### src/hw/rtl/selective_repeat_receive_window_assert.svh
// Assertion macros for the selective-repeat receive window.
// Included by the top level; depends on nothing else.
`ifndef SELECTIVE_REPEAT_RECEIVE_WINDOW_ASSERT_SVH
`define SELECTIVE_REPEAT_RECEIVE_WINDOW_ASSERT_SVH

// Consequent must hold in the same cycle as the antecedent.
`define SRRW_ASSERT_NOW(label, clk, rst_n, ante, cons) \
    label: assert property (@(posedge clk) disable iff (!(rst_n)) (ante) |-> (cons)) \
        else $error("receive window check failed");

// Consequent must hold in the cycle after the antecedent.
`define SRRW_ASSERT_NEXT(label, clk, rst_n, ante, cons) \
    label: assert property (@(posedge clk) disable iff (!(rst_n)) (ante) |=> (cons)) \
        else $error("receive window check failed");

`endif

### src/hw/rtl/srrw_pkg.sv
// Shared constants and types for the selective-repeat receive window.
// Used by srrw_cell, selective_repeat_receive_window and tb_top; no dependencies.
`default_nettype none

package srrw_pkg;

    localparam int WINDOW_SLOTS = 10;

    localparam int SEQ_W   = 32;
    localparam int LEN_W   = 11;
    localparam int BOUND_W = SEQ_W + 1;
    localparam int KIND_W  = 2;

    localparam logic [LEN_W-1:0] SEG_RESET = 11'd1456;

    localparam logic [KIND_W-1:0] KIND_RELEASE = 2'd0;
    localparam logic [KIND_W-1:0] KIND_ACK     = 2'd1;
    localparam logic [KIND_W-1:0] KIND_END     = 2'd2;

    // Contents of one window slot.
    typedef struct packed {
        logic             filled;
        logic [SEQ_W-1:0] offset;
        logic [LEN_W-1:0] length;
    } slot_t;

    // Per-cycle commands broadcast to every cell.
    typedef struct packed {
        logic bound_step;
        logic store;
        logic shift;
    } cell_ctrl_t;

endpackage

`default_nettype wire

### src/hw/rtl/srrw_cell.sv
// One slot cell of the receive window: slot storage, upper bound and hit test.
// Depends on srrw_pkg.
`default_nettype none

module srrw_cell (
    input  wire logic                           aclk,
    input  wire logic                           aresetn,
    input  wire srrw_pkg::cell_ctrl_t           ctrl,
    input  wire logic [srrw_pkg::LEN_W-1:0]     seg,
    input  wire logic [srrw_pkg::SEQ_W-1:0]     seq,
    input  wire logic [srrw_pkg::LEN_W-1:0]     len,
    input  wire logic [srrw_pkg::BOUND_W-1:0]   lo_in,
    output logic      [srrw_pkg::BOUND_W-1:0]   hi_out,
    input  wire srrw_pkg::slot_t                nbr_in,
    output srrw_pkg::slot_t                     slot_out,
    output logic                                hit
);

    logic [srrw_pkg::BOUND_W-1:0] hi_reg;
    logic [srrw_pkg::BOUND_W-1:0] hi_next;
    logic                         filled_reg;
    logic                         filled_next;
    logic [srrw_pkg::SEQ_W-1:0]   offset_reg;
    logic [srrw_pkg::SEQ_W-1:0]   offset_next;
    logic [srrw_pkg::LEN_W-1:0]   length_reg;
    logic [srrw_pkg::LEN_W-1:0]   length_next;
    logic [srrw_pkg::BOUND_W-1:0] seq_ext;
    logic                         take;

    // The bound ripples one cell further on each step.
    assign seq_ext = {1'b0, seq};
    assign hit     = (seq_ext >= lo_in) && (seq_ext < hi_reg);
    assign take    = ctrl.store && hit && !filled_reg;
    assign hi_next = ctrl.bound_step
                   ? lo_in + {{(srrw_pkg::BOUND_W-srrw_pkg::LEN_W){1'b0}}, seg}
                   : hi_reg;

    always_comb begin
        filled_next = filled_reg;
        offset_next = offset_reg;
        length_next = length_reg;
        if (ctrl.shift) begin
            filled_next = nbr_in.filled;
            offset_next = nbr_in.offset;
            length_next = nbr_in.length;
        end else if (take) begin
            filled_next = 1'b1;
            offset_next = seq;
            length_next = len;
        end
    end

    always_ff @(posedge aclk) begin
        if (!aresetn) begin
            filled_reg <= 1'b0;
        end else begin
            filled_reg <= filled_next;
        end
    end

    always_ff @(posedge aclk) begin
        hi_reg     <= hi_next;
        offset_reg <= offset_next;
        length_reg <= length_next;
    end

    assign hi_out          = hi_reg;
    assign slot_out.filled = filled_reg;
    assign slot_out.offset = offset_reg;
    assign slot_out.length = length_reg;

endmodule

`default_nettype wire

### src/hw/rtl/selective_repeat_receive_window.sv
// Selective-repeat receive window, top level: sequencer, cell row and output register.
// Depends on srrw_pkg, srrw_cell and selective_repeat_receive_window_assert.svh.
//
// Receiver side of a selective-repeat link. Each input word carries one arriving segment's byte
// offset and payload length; the block keeps a window of ten slots starting at the next expected
// offset, each slot one segment size wide. A segment that falls into an empty slot is stored;
// when the first slot fills, the run of filled slots is released in order, one released-segment
// word each, and the next expected offset moves to the end of the last released segment. Every
// data segment finishes with one cumulative-ack word (tlast set); a zero-length segment gives a
// single end-of-transfer word instead and changes nothing. The block takes one segment at a time.
// A data segment occupies it while the window bounds ripple down the row of slot cells, one cell
// per cycle, while every cell then tests the segment against its own bounds in the same cycle,
// and while the run is released and the ack sent, longer while the output is stalled; an
// end-of-transfer segment only waits to send its word. The segment size register is written
// through cfg_we/cfg_wdata; the user must write it only while the block is idle, as the block
// itself does not enforce this. A value of zero acts as one.
`default_nettype none

module selective_repeat_receive_window (
    input  wire logic        aclk,
    input  wire logic        aresetn,
    // Segment size register.
    input  wire logic        cfg_we,
    input  wire logic [10:0] cfg_wdata,
    // Incoming segments.
    input  wire logic        s_tvalid,
    output logic             s_tready,
    input  wire logic [47:0] s_tdata,   // seq_number [31:0], payload_length [42:32], zero [47:43]
    // Results.
    output logic             m_tvalid,
    input  wire logic        m_tready,
    output logic [47:0]      m_tdata,   // number [31:0], length [42:32], zero [47:43]
    output logic [1:0]       m_tuser,   // kind [1:0]
    output logic             m_tlast
);

    localparam int W     = srrw_pkg::WINDOW_SLOTS;
    localparam int CNT_W = $clog2(W + 1);

    typedef enum logic [5:0] {
        ST_IDLE    = 6'b000001,
        ST_BOUND   = 6'b000010,
        ST_MATCH   = 6'b000100,
        ST_RELEASE = 6'b001000,
        ST_ACK     = 6'b010000,
        ST_END     = 6'b100000
    } state_t;

    state_t state_reg, state_next;

    logic [srrw_pkg::LEN_W-1:0]  seg_reg, seg_next, seg_eff;
    logic [srrw_pkg::SEQ_W-1:0]  ne_reg, ne_next;
    logic [srrw_pkg::SEQ_W-1:0]  seq_reg, seq_next;
    logic [srrw_pkg::LEN_W-1:0]  len_reg, len_next;
    logic [CNT_W-1:0]            cnt_reg, cnt_next;

    // Output register.
    logic                        m_valid_reg, m_valid_next;
    logic [srrw_pkg::KIND_W-1:0] m_kind_reg, m_kind_next;
    logic [srrw_pkg::SEQ_W-1:0]  m_number_reg, m_number_next;
    logic [srrw_pkg::LEN_W-1:0]  m_length_reg, m_length_next;
    logic                        m_last_reg, m_last_next;

    logic                        in_accept;
    logic                        can_emit;
    logic                        emit;

    srrw_pkg::cell_ctrl_t        ctrl;
    logic [srrw_pkg::BOUND_W-1:0] bound_w [0:W];
    srrw_pkg::slot_t             slot_w [0:W];
    logic [W-1:0]                hit_vec;

    // A zero segment size behaves as one byte.
    assign seg_eff   = (seg_reg == '0) ? {{(srrw_pkg::LEN_W-1){1'b0}}, 1'b1} : seg_reg;
    assign s_tready  = (state_reg == ST_IDLE);
    assign in_accept = s_tvalid && s_tready;
    assign can_emit  = !m_valid_reg || m_tready;

    // The first cell's lower bound is the next expected offset; each cell's upper bound is the
    // lower bound of the cell after it. The slot beyond the last cell is always empty.
    assign bound_w[0] = {1'b0, ne_reg};
    assign slot_w[W]  = '0;

    for (genvar i = 0; i < W; i++) begin : g_cell
        srrw_cell u_cell (
            .aclk     (aclk),
            .aresetn  (aresetn),
            .ctrl     (ctrl),
            .seg      (seg_eff),
            .seq      (seq_reg),
            .len      (len_reg),
            .lo_in    (bound_w[i]),
            .hi_out   (bound_w[i+1]),
            .nbr_in   (slot_w[i+1]),
            .slot_out (slot_w[i]),
            .hit      (hit_vec[i])
        );
    end

    always_comb begin
        state_next    = state_reg;
        seg_next      = cfg_we ? cfg_wdata : seg_reg;
        ne_next       = ne_reg;
        seq_next      = seq_reg;
        len_next      = len_reg;
        cnt_next      = cnt_reg;
        ctrl          = '0;
        emit          = 1'b0;
        m_kind_next   = m_kind_reg;
        m_number_next = m_number_reg;
        m_length_next = m_length_reg;
        m_last_next   = m_last_reg;

        case (state_reg)
            ST_IDLE: begin
                if (in_accept) begin
                    seq_next = s_tdata[31:0];
                    len_next = s_tdata[42:32];
                    cnt_next = '0;
                    if (s_tdata[42:32] == '0) begin
                        state_next = ST_END;
                    end else begin
                        state_next = ST_BOUND;
                    end
                end
            end
            ST_BOUND: begin
                // Bounds move one cell per cycle; after W steps the whole row is settled.
                ctrl.bound_step = 1'b1;
                cnt_next        = cnt_reg + 1'b1;
                if (cnt_reg == CNT_W'(W - 1)) begin
                    state_next = ST_MATCH;
                end
            end
            ST_MATCH: begin
                // At most one cell hits; it stores the segment unless already filled.
                ctrl.store = 1'b1;
                state_next = ST_RELEASE;
            end
            ST_RELEASE: begin
                if (!slot_w[0].filled) begin
                    state_next = ST_ACK;
                end else if (can_emit) begin
                    emit          = 1'b1;
                    ctrl.shift    = 1'b1;
                    m_kind_next   = srrw_pkg::KIND_RELEASE;
                    m_number_next = slot_w[0].offset;
                    m_length_next = slot_w[0].length;
                    m_last_next   = 1'b0;
                    ne_next       = slot_w[0].offset
                                  + {{(srrw_pkg::SEQ_W-srrw_pkg::LEN_W){1'b0}},
                                     slot_w[0].length};
                end
            end
            ST_ACK: begin
                if (can_emit) begin
                    emit          = 1'b1;
                    m_kind_next   = srrw_pkg::KIND_ACK;
                    m_number_next = ne_reg;
                    m_length_next = '0;
                    m_last_next   = 1'b1;
                    state_next    = ST_IDLE;
                end
            end
            ST_END: begin
                if (can_emit) begin
                    emit          = 1'b1;
                    m_kind_next   = srrw_pkg::KIND_END;
                    m_number_next = '0;
                    m_length_next = '0;
                    m_last_next   = 1'b1;
                    state_next    = ST_IDLE;
                end
            end
            default: begin
                state_next = ST_IDLE;
            end
        endcase

        if (emit) begin
            m_valid_next = 1'b1;
        end else if (m_tready) begin
            m_valid_next = 1'b0;
        end else begin
            m_valid_next = m_valid_reg;
        end
    end

    always_ff @(posedge aclk) begin
        if (!aresetn) begin
            state_reg   <= ST_IDLE;
            seg_reg     <= srrw_pkg::SEG_RESET;
            ne_reg      <= '0;
            cnt_reg     <= '0;
            m_valid_reg <= 1'b0;
        end else begin
            state_reg   <= state_next;
            seg_reg     <= seg_next;
            ne_reg      <= ne_next;
            cnt_reg     <= cnt_next;
            m_valid_reg <= m_valid_next;
        end
    end

    always_ff @(posedge aclk) begin
        seq_reg      <= seq_next;
        len_reg      <= len_next;
        m_kind_reg   <= m_kind_next;
        m_number_reg <= m_number_next;
        m_length_reg <= m_length_next;
        m_last_reg   <= m_last_next;
    end

    assign m_tvalid = m_valid_reg;
    assign m_tdata  = {5'b0, m_length_reg, m_number_reg};
    assign m_tuser  = m_kind_reg;
    assign m_tlast  = m_last_reg;

`include "selective_repeat_receive_window_assert.svh"

    // The cell bounds never overlap, so a segment lands in one slot at most.
    `SRRW_ASSERT_NOW(a_single_hit, aclk, aresetn, state_reg == ST_MATCH, $onehot0(hit_vec))
    // The ack is only produced once the run of filled slots has been fully released.
    `SRRW_ASSERT_NOW(a_ack_after_walk, aclk, aresetn, state_reg == ST_ACK, !slot_w[0].filled)
    // A released segment is always followed by an ack, so it never closes the item.
    `SRRW_ASSERT_NEXT(a_release_not_last, aclk, aresetn,
        emit && state_reg == ST_RELEASE, !m_tlast)

endmodule

`default_nettype wire

### config.mk
export PLATFORM = sky130hd
export DESIGN_NAME = selective_repeat_receive_window
export DESIGN_NICKNAME = d
export VERILOG_FILES = /design/src/hw/rtl/srrw_pkg.sv /design/src/hw/rtl/srrw_cell.sv /design/src/hw/rtl/selective_repeat_receive_window.sv
export VERILOG_INCLUDE_DIRS = /design/src /design/src/hw/rtl
export SDC_FILE = /design/constraint.sdc
export NUM_CORES = 2
export LEC_CHECK = 0
export ABC_CLOCK_PERIOD_IN_PS = 7800
export BUFFER_PORTS_ARGS = -buffer_cell sky130_fd_sc_hd__buf_2
export CAP_MARGIN = 10
export CORE_AREA = 2 2 489 491
export CTS_BUF_LIST = sky130_fd_sc_hd__clkbuf_4
export CTS_CLUSTER_DIAMETER = 80
export CTS_CLUSTER_SIZE = 28
export DETAILED_ROUTE_END_ITERATION = 6
export DIE_AREA = 0 0 491 493
export GPL_TIMING_DRIVEN = 0
export PLACE_DENSITY = 0.51
export SLEW_MARGIN = 10
export SYNTH_ARGS = -nofsm -noshare
export SYNTH_HDL_FRONTEND = slang
export SYNTH_HIERARCHICAL = 1
export SYNTH_SLANG_ARGS = --single-unit
export TNS_END_PERCENT = 10
### constraint.sdc
create_clock -name aclk -period 7.8 [get_ports aclk]
set_input_delay 2.34 -clock aclk [delete_from_list [all_inputs] [get_ports aclk]]
set_output_delay 2.34 -clock aclk [all_outputs]
set_load 0.02 [all_outputs]
# Yosys cells after proc, flatten, opt, wreduce, memory -nomap -nowiden
# Index checks and enable logic that the tools add are counted.
[totals] ff_bits=913 latchBits=0 mem_bits_rw=0 romBits=0 in_bits=64 output_inout_bits=53 elab_cells=254 mem_count=0
[op_classes] add_sub_neg=12 n_mul=0 n_div=0 n_lt_le_gt_ge=20 n_eq_ne=15 shifts=0 mux=89 n_bitwise=1 n_reduce_logical=66
[ops] op="2-to-1 mux 32 bit" count=22
[ops] op="less-than comparator 32 x 33 -> 1 bit" count=10
[ops] op="adder 33 x 11 -> 33 bit" count=9
[ops] op="greater-or-equal comparator 32 x 33 -> 1 bit" count=9
[ops] op="2-to-1 mux 11 bit" count=22
[ops] op="one-hot mux 32 bit (3 select lines)" count=1
[ops] op="adder 32 x 11 -> 33 bit" count=1
[ops] op="adder 32 x 11 -> 32 bit" count=1
[ops] op="greater-or-equal comparator 32 bit" count=1
[ops] op="logical AND 1 bit" count=31
[ops] op="2-to-1 mux 6 bit" count=5
[ops] op="one-hot mux 6 bit (5 select lines)" count=1
[ops] op="2-to-1 mux 1 bit" count=28
[ops] op="nonzero test 2 bit" count=12
[ops] op="logical NOT 11 bit" count=2
[ops] op="one-hot mux 11 bit (2 select lines)" count=1
[ops] op="logical NOT 1 bit" count=11
[ops] op="inequality test 2 bit (second input constant)" count=5
[ops] op="2-to-1 mux 2 bit" count=4
[ops] op="one-hot mux 4 bit (2 select lines)" count=1
[ops] op="AND reduction 4 bit" count=2
[ops] op="equality test 6 x 1 -> 1 bit (second input constant)" count=1
[ops] op="equality test 6 x 2 -> 1 bit (second input constant)" count=1
[ops] op="equality test 6 x 3 -> 1 bit (second input constant)" count=1
[ops] op="other kinds (16)" count=21

# Logic depth before layout (Yosys ltp)
[logic_depth] ltp_word=6 depth_mapped=14 depth_no_buf=13

# Hierarchy
# Netlist, hierarchy kept.
[by_module_without_submodules] module="srrw_cell at g_cell[0].u_cell ..." instances=8 cells_each=470 area_each_um2=5275.1 seq_area_each_um2=2302.2
[by_module_without_submodules] module="selective_repeat_receive_window" instances=1 cells_each=526 area_each_um2=6169.7 seq_area_each_um2=3753.6
[by_module_without_submodules] module="srrw_cell at g_cell[9].u_cell" instances=1 cells_each=488 area_each_um2=5323.9 seq_area_each_um2=2302.2
[by_module_without_submodules] module="srrw_cell at g_cell[3].u_cell" instances=1 cells_each=471 area_each_um2=5315.1 seq_area_each_um2=2302.2

# Worst setup path before layout
# Ideal clock, no wire load.
[synth_path] path_kind="register to register" from="reg state_reg[5]" to="reg cnt_reg[3]" setup_time_ps=92 t_arrival_ps=8265 t_required_ps=7708 setup_slack_ps=-558 stages_incl_launch_ff=7 n_path_buf=0 period_less_slack_ps=8358 path_cell_list="dfxtp_1 -> nor4_1 -> nand3b_1 -> inv_1 -> nand4_1 -> xor2_1 -> nor3_1"
[synth_via] elab_chain_cells=4 elab_cells_between_ends=7 cone_classes="eq/ne: 3; mux: 1; reduce/logical: 3"
[synth_rtl] element="from (decl)" line="selective_repeat_receive_window.sv:49" text="state_t state_reg, state_next;"
[synth_rtl] element="from (signal assigned)" line="selective_repeat_receive_window.sv:197" text="state_reg <= state_next;"
[synth_rtl] element="equality test 6 x 1 -> 1 bit" line="selective_repeat_receive_window.sv:75, selective_repeat_receive_window.sv:114"
[synth_rtl] element="logical AND 1 bit" line="selective_repeat_receive_window.sv:76" text="assign in_accept = s_tvalid && s_tready;"
[synth_rtl] element="inequality test 2 x 1 -> 1 bit (no source line)"
[synth_rtl] element="AND reduction 2 bit (no source line)"
[synth_rtl] element="to (signal assigned)" line="selective_repeat_receive_window.sv:200" text="cnt_reg <= cnt_next;"
[synth_rtl] element="to (decl)" line="selective_repeat_receive_window.sv:55" text="logic [CNT_W-1:0] cnt_reg, cnt_next;"
# Several ways; a longest one is shown, not always the timed one.
# A chain may end at the register's enable or synchronous reset.

==> impl_summary.txt <==
----------------------------------------------------
[Clocking]
  H-Tree Level Count ... 3
  Buffers inserted by post-CTS timing repair ... 0
  Post-CTS clock slew at the launch and capture registers of the worst setup and hold paths ... 0.23 ns
  CTS Buffer Depth ... 3
  Skew-Pair Late Insertion Delay ... 1.16 ns
  Cts-stage hold buffer count ... 0
  Clock sinks ... 913
  Cts bufs inserted ... 69
  Clock tree root buffer cell ... sky130_fd_sc_hd__clkbuf_4
  Post-cts repair resize count ... 0
  Clock tree from TritonCTS ... yes

[STA]
  Maximum operating frequency ... 0.195 GHz
  Number of hold-slack violations in the final timing report ... 0
  RSZ-0062 raised after global routing ... false
  Number of setup violations in the final report ... 0
  Minimum clock period ... a little over 5 ns
  Aggregate negative setup slack ... 0 ns
  Worst slew margin ... 13.4%
  Max Transition Viols Final ... 0
  Final Hold Slack ... 0.482 ns
  Post-route clock skew ... 0.174 ns
  Post-route clock period utilization ... 65.8%
  Pin slew with the least headroom to its limit ... 1.30 ns

[Worst setup path]
  Worst reg2reg path startpoint ... state_reg[5]$_SDFFE_PN0P_
  CP Max Fanout ... 27
  Category of the critical setup timing path ... input port to flip-flop
  Worst R2R Setup Slack ... 2.80 ns
  Crit path capture type ... flip-flop
  Crit path arrival time ... slightly below 6 ns
  Number of cells on the worst reg-to-reg path ... 12
  CP Launch Point ... m_tready
  Req. time, crit path ... around 8.5 ns
  Startpoint type of the worst setup path ... input port

[Power and ir drop]
  Maximum vdd drop ... 0.000124 V
  Total power divided by cell area ... around 160 mW/mm²
  Leakage power ... 26.3 nW
  Total Power ... 10.9 mW

[Placed design]
  Area post-placement ... 0.0658 mm²
  Routability-driven placement congestion ratio ... 0.837
  Final HPWL DP ... approximately 140 mm
  Port-buffer cells ... 106

[Synth]
  Count of synthesis-stage warnings from yosys ... 6
  Number of cells produced by synthesis ... 5227
  Cell area after technology mapping ... 0.0589 mm²
  Average instance area after synthesis ... 11.3 µm²

[Route]
  DRC violation count after routing ... 0
  Mean number of vias per cell ... between 4 and 5
  Avg WL per Cell ... 19.3 µm
  Count of TritonRoute iterations in the first routing pass ... 6
  ANT nets after route ... 0
  Number of vias in the routed layout ... 41280
  Final Routed Wirelength ... 170 mm
  Initial DRC count ... 2926

[Flow run]
  Max cap viols ... 0

[Layout]
  Total of fill cells in the finished design ... 24590
  Multi-input combinational cell area ... 0.0291 mm²
  Flip-flop and latch area ... 0.0268 mm²
  Area growth syn-to-layout ... 13.9%
  Post-Layout Inst Area ... 0.0671 mm²
  Number of flip-flops in the largest register ... 330
  Layout net count ... around 6400
  Share of cells above drive strength 1 ... 16.1%

[Floorplan]
  Die Outline Area ... around 0.24 mm²
  Chip height ... roughly 490 µm
  I/O pins ... 117
  Standard cell core area ... 0.237 mm²
  Die outline width ... between 400 and 500 µm
  Total number of placement rows ... about 180
  Effective utilization at floorplan ... between 20% and 30%

[GRT]
  Overall global routing resource usage ... 13.7%
  Aggregate global routing overflow ... 0
  First-pass GRT wire length ... 258 mm
  Via count of the first global-routing pass ... between 40000 and 50000
  Maximum number of pins on one net before global-route repair ... 46
  Number of antenna violations at the first check in global routing ... 18

[Min path]
  Depth of the worst hold-timing path ... 1
  Hold Crit Class ... flip-flop to flip-flop
  Startpoint of the tightest hold check path ... g_cell[8].u_cell/offset_reg[29]$_DFFE_PP_

[Run status]
  Status ... finished, final reports clean

----------------------------------------------------
## layer usage
metal  up-vias  wire length, µm  GRT usage [%]
li1      19778                -              -
met1     20489            79400           18.9
met2       826            78600           22.8
met3       179             7530           1.54
met4         8             4220           3.74
met5         -               51              0
## area by class of cell
cell class | instances | area share [%]
Clock inverter | 54 | 1.08
Timing Repair Buffer | 200 | 3.99
Clock buffer | 73 | 0.817
Tap cell | 3167 | 5.91
Multi-Input combinational cell | 3535 | 43.4
Sequential cell | 913 | 39.9
Buffer | 118 | 0.845
Inverter | 712 | 3.99
Antenna cell | 8 | 0.0298
## power by group
group	internal, mW	switching [mW]
clock network	0.777	1.93
logic	1.04	1.33
registers	5.59	0.233
## metrics by stage
step                cells  utilization, %  setup WS (ns)
floorplan            5278               -           1.67
global placement     8551            26.8          -2.14
detailed placement   8645            27.8           1.62
CTS                  8772            28.3           2.78
global route         8777            28.3           2.53
finish               8780            28.3           2.67
## critical path: stages
cell,delay [ns]
sky130_fd_sc_hd__buf_2,0.10
sky130_fd_sc_hd__nand2b_1,0.17
sky130_fd_sc_hd__nand2b_1,0.10
sky130_fd_sc_hd__clkbuf_1,0.21
sky130_fd_sc_hd__inv_2,0.20
sky130_fd_sc_hd__buf_2,0.69
sky130_fd_sc_hd__clkbuf_1,0.68
sky130_fd_sc_hd__clkbuf_1,0.53
sky130_fd_sc_hd__inv_1,0.19
sky130_fd_sc_hd__o21ai_4,0.19
sky130_fd_sc_hd__buf_12,0.24
sky130_fd_sc_hd__buf_16,0.18
## cell usage in the layout, fill, tap and decap left out, drive strengths merged, types with 11 or more instances in the layout
cell,count
a211oi,69
a21boi,13
a21o,80
a21oi,315
a22o,29
and2,30
and3,28
and4,20
buf,249
clkbuf,141
clkinv,14
conb,52
dfxtp,64
edfxtp,849
fa,11
ha,753
inv,740
mux2,420
mux2i,11
nand2,283
nand2b,62
nand3,164
nand4,180
nand4b,14
nor2,162
nor2b,14
nor3,50
nor4,65
o211ai,34
o21a,27
o21ai,183
o21bai,26
o311ai,11
xnor2,297
xor2,23
## path summary, 6_finish.rpt
path / to
max: g_cell[9].u_cell/offset_reg[23]$_DFFE_PP_
max reg2reg: g_cell[9].u_cell/offset_reg[23]$_DFFE_PP_
min reg2reg: g_cell[7].u_cell/offset_reg[29]$_DFFE_PP_
min: g_cell[7].u_cell/offset_reg[29]$_DFFE_PP_
Note: power is estimated with default switching activity, not from simulation.
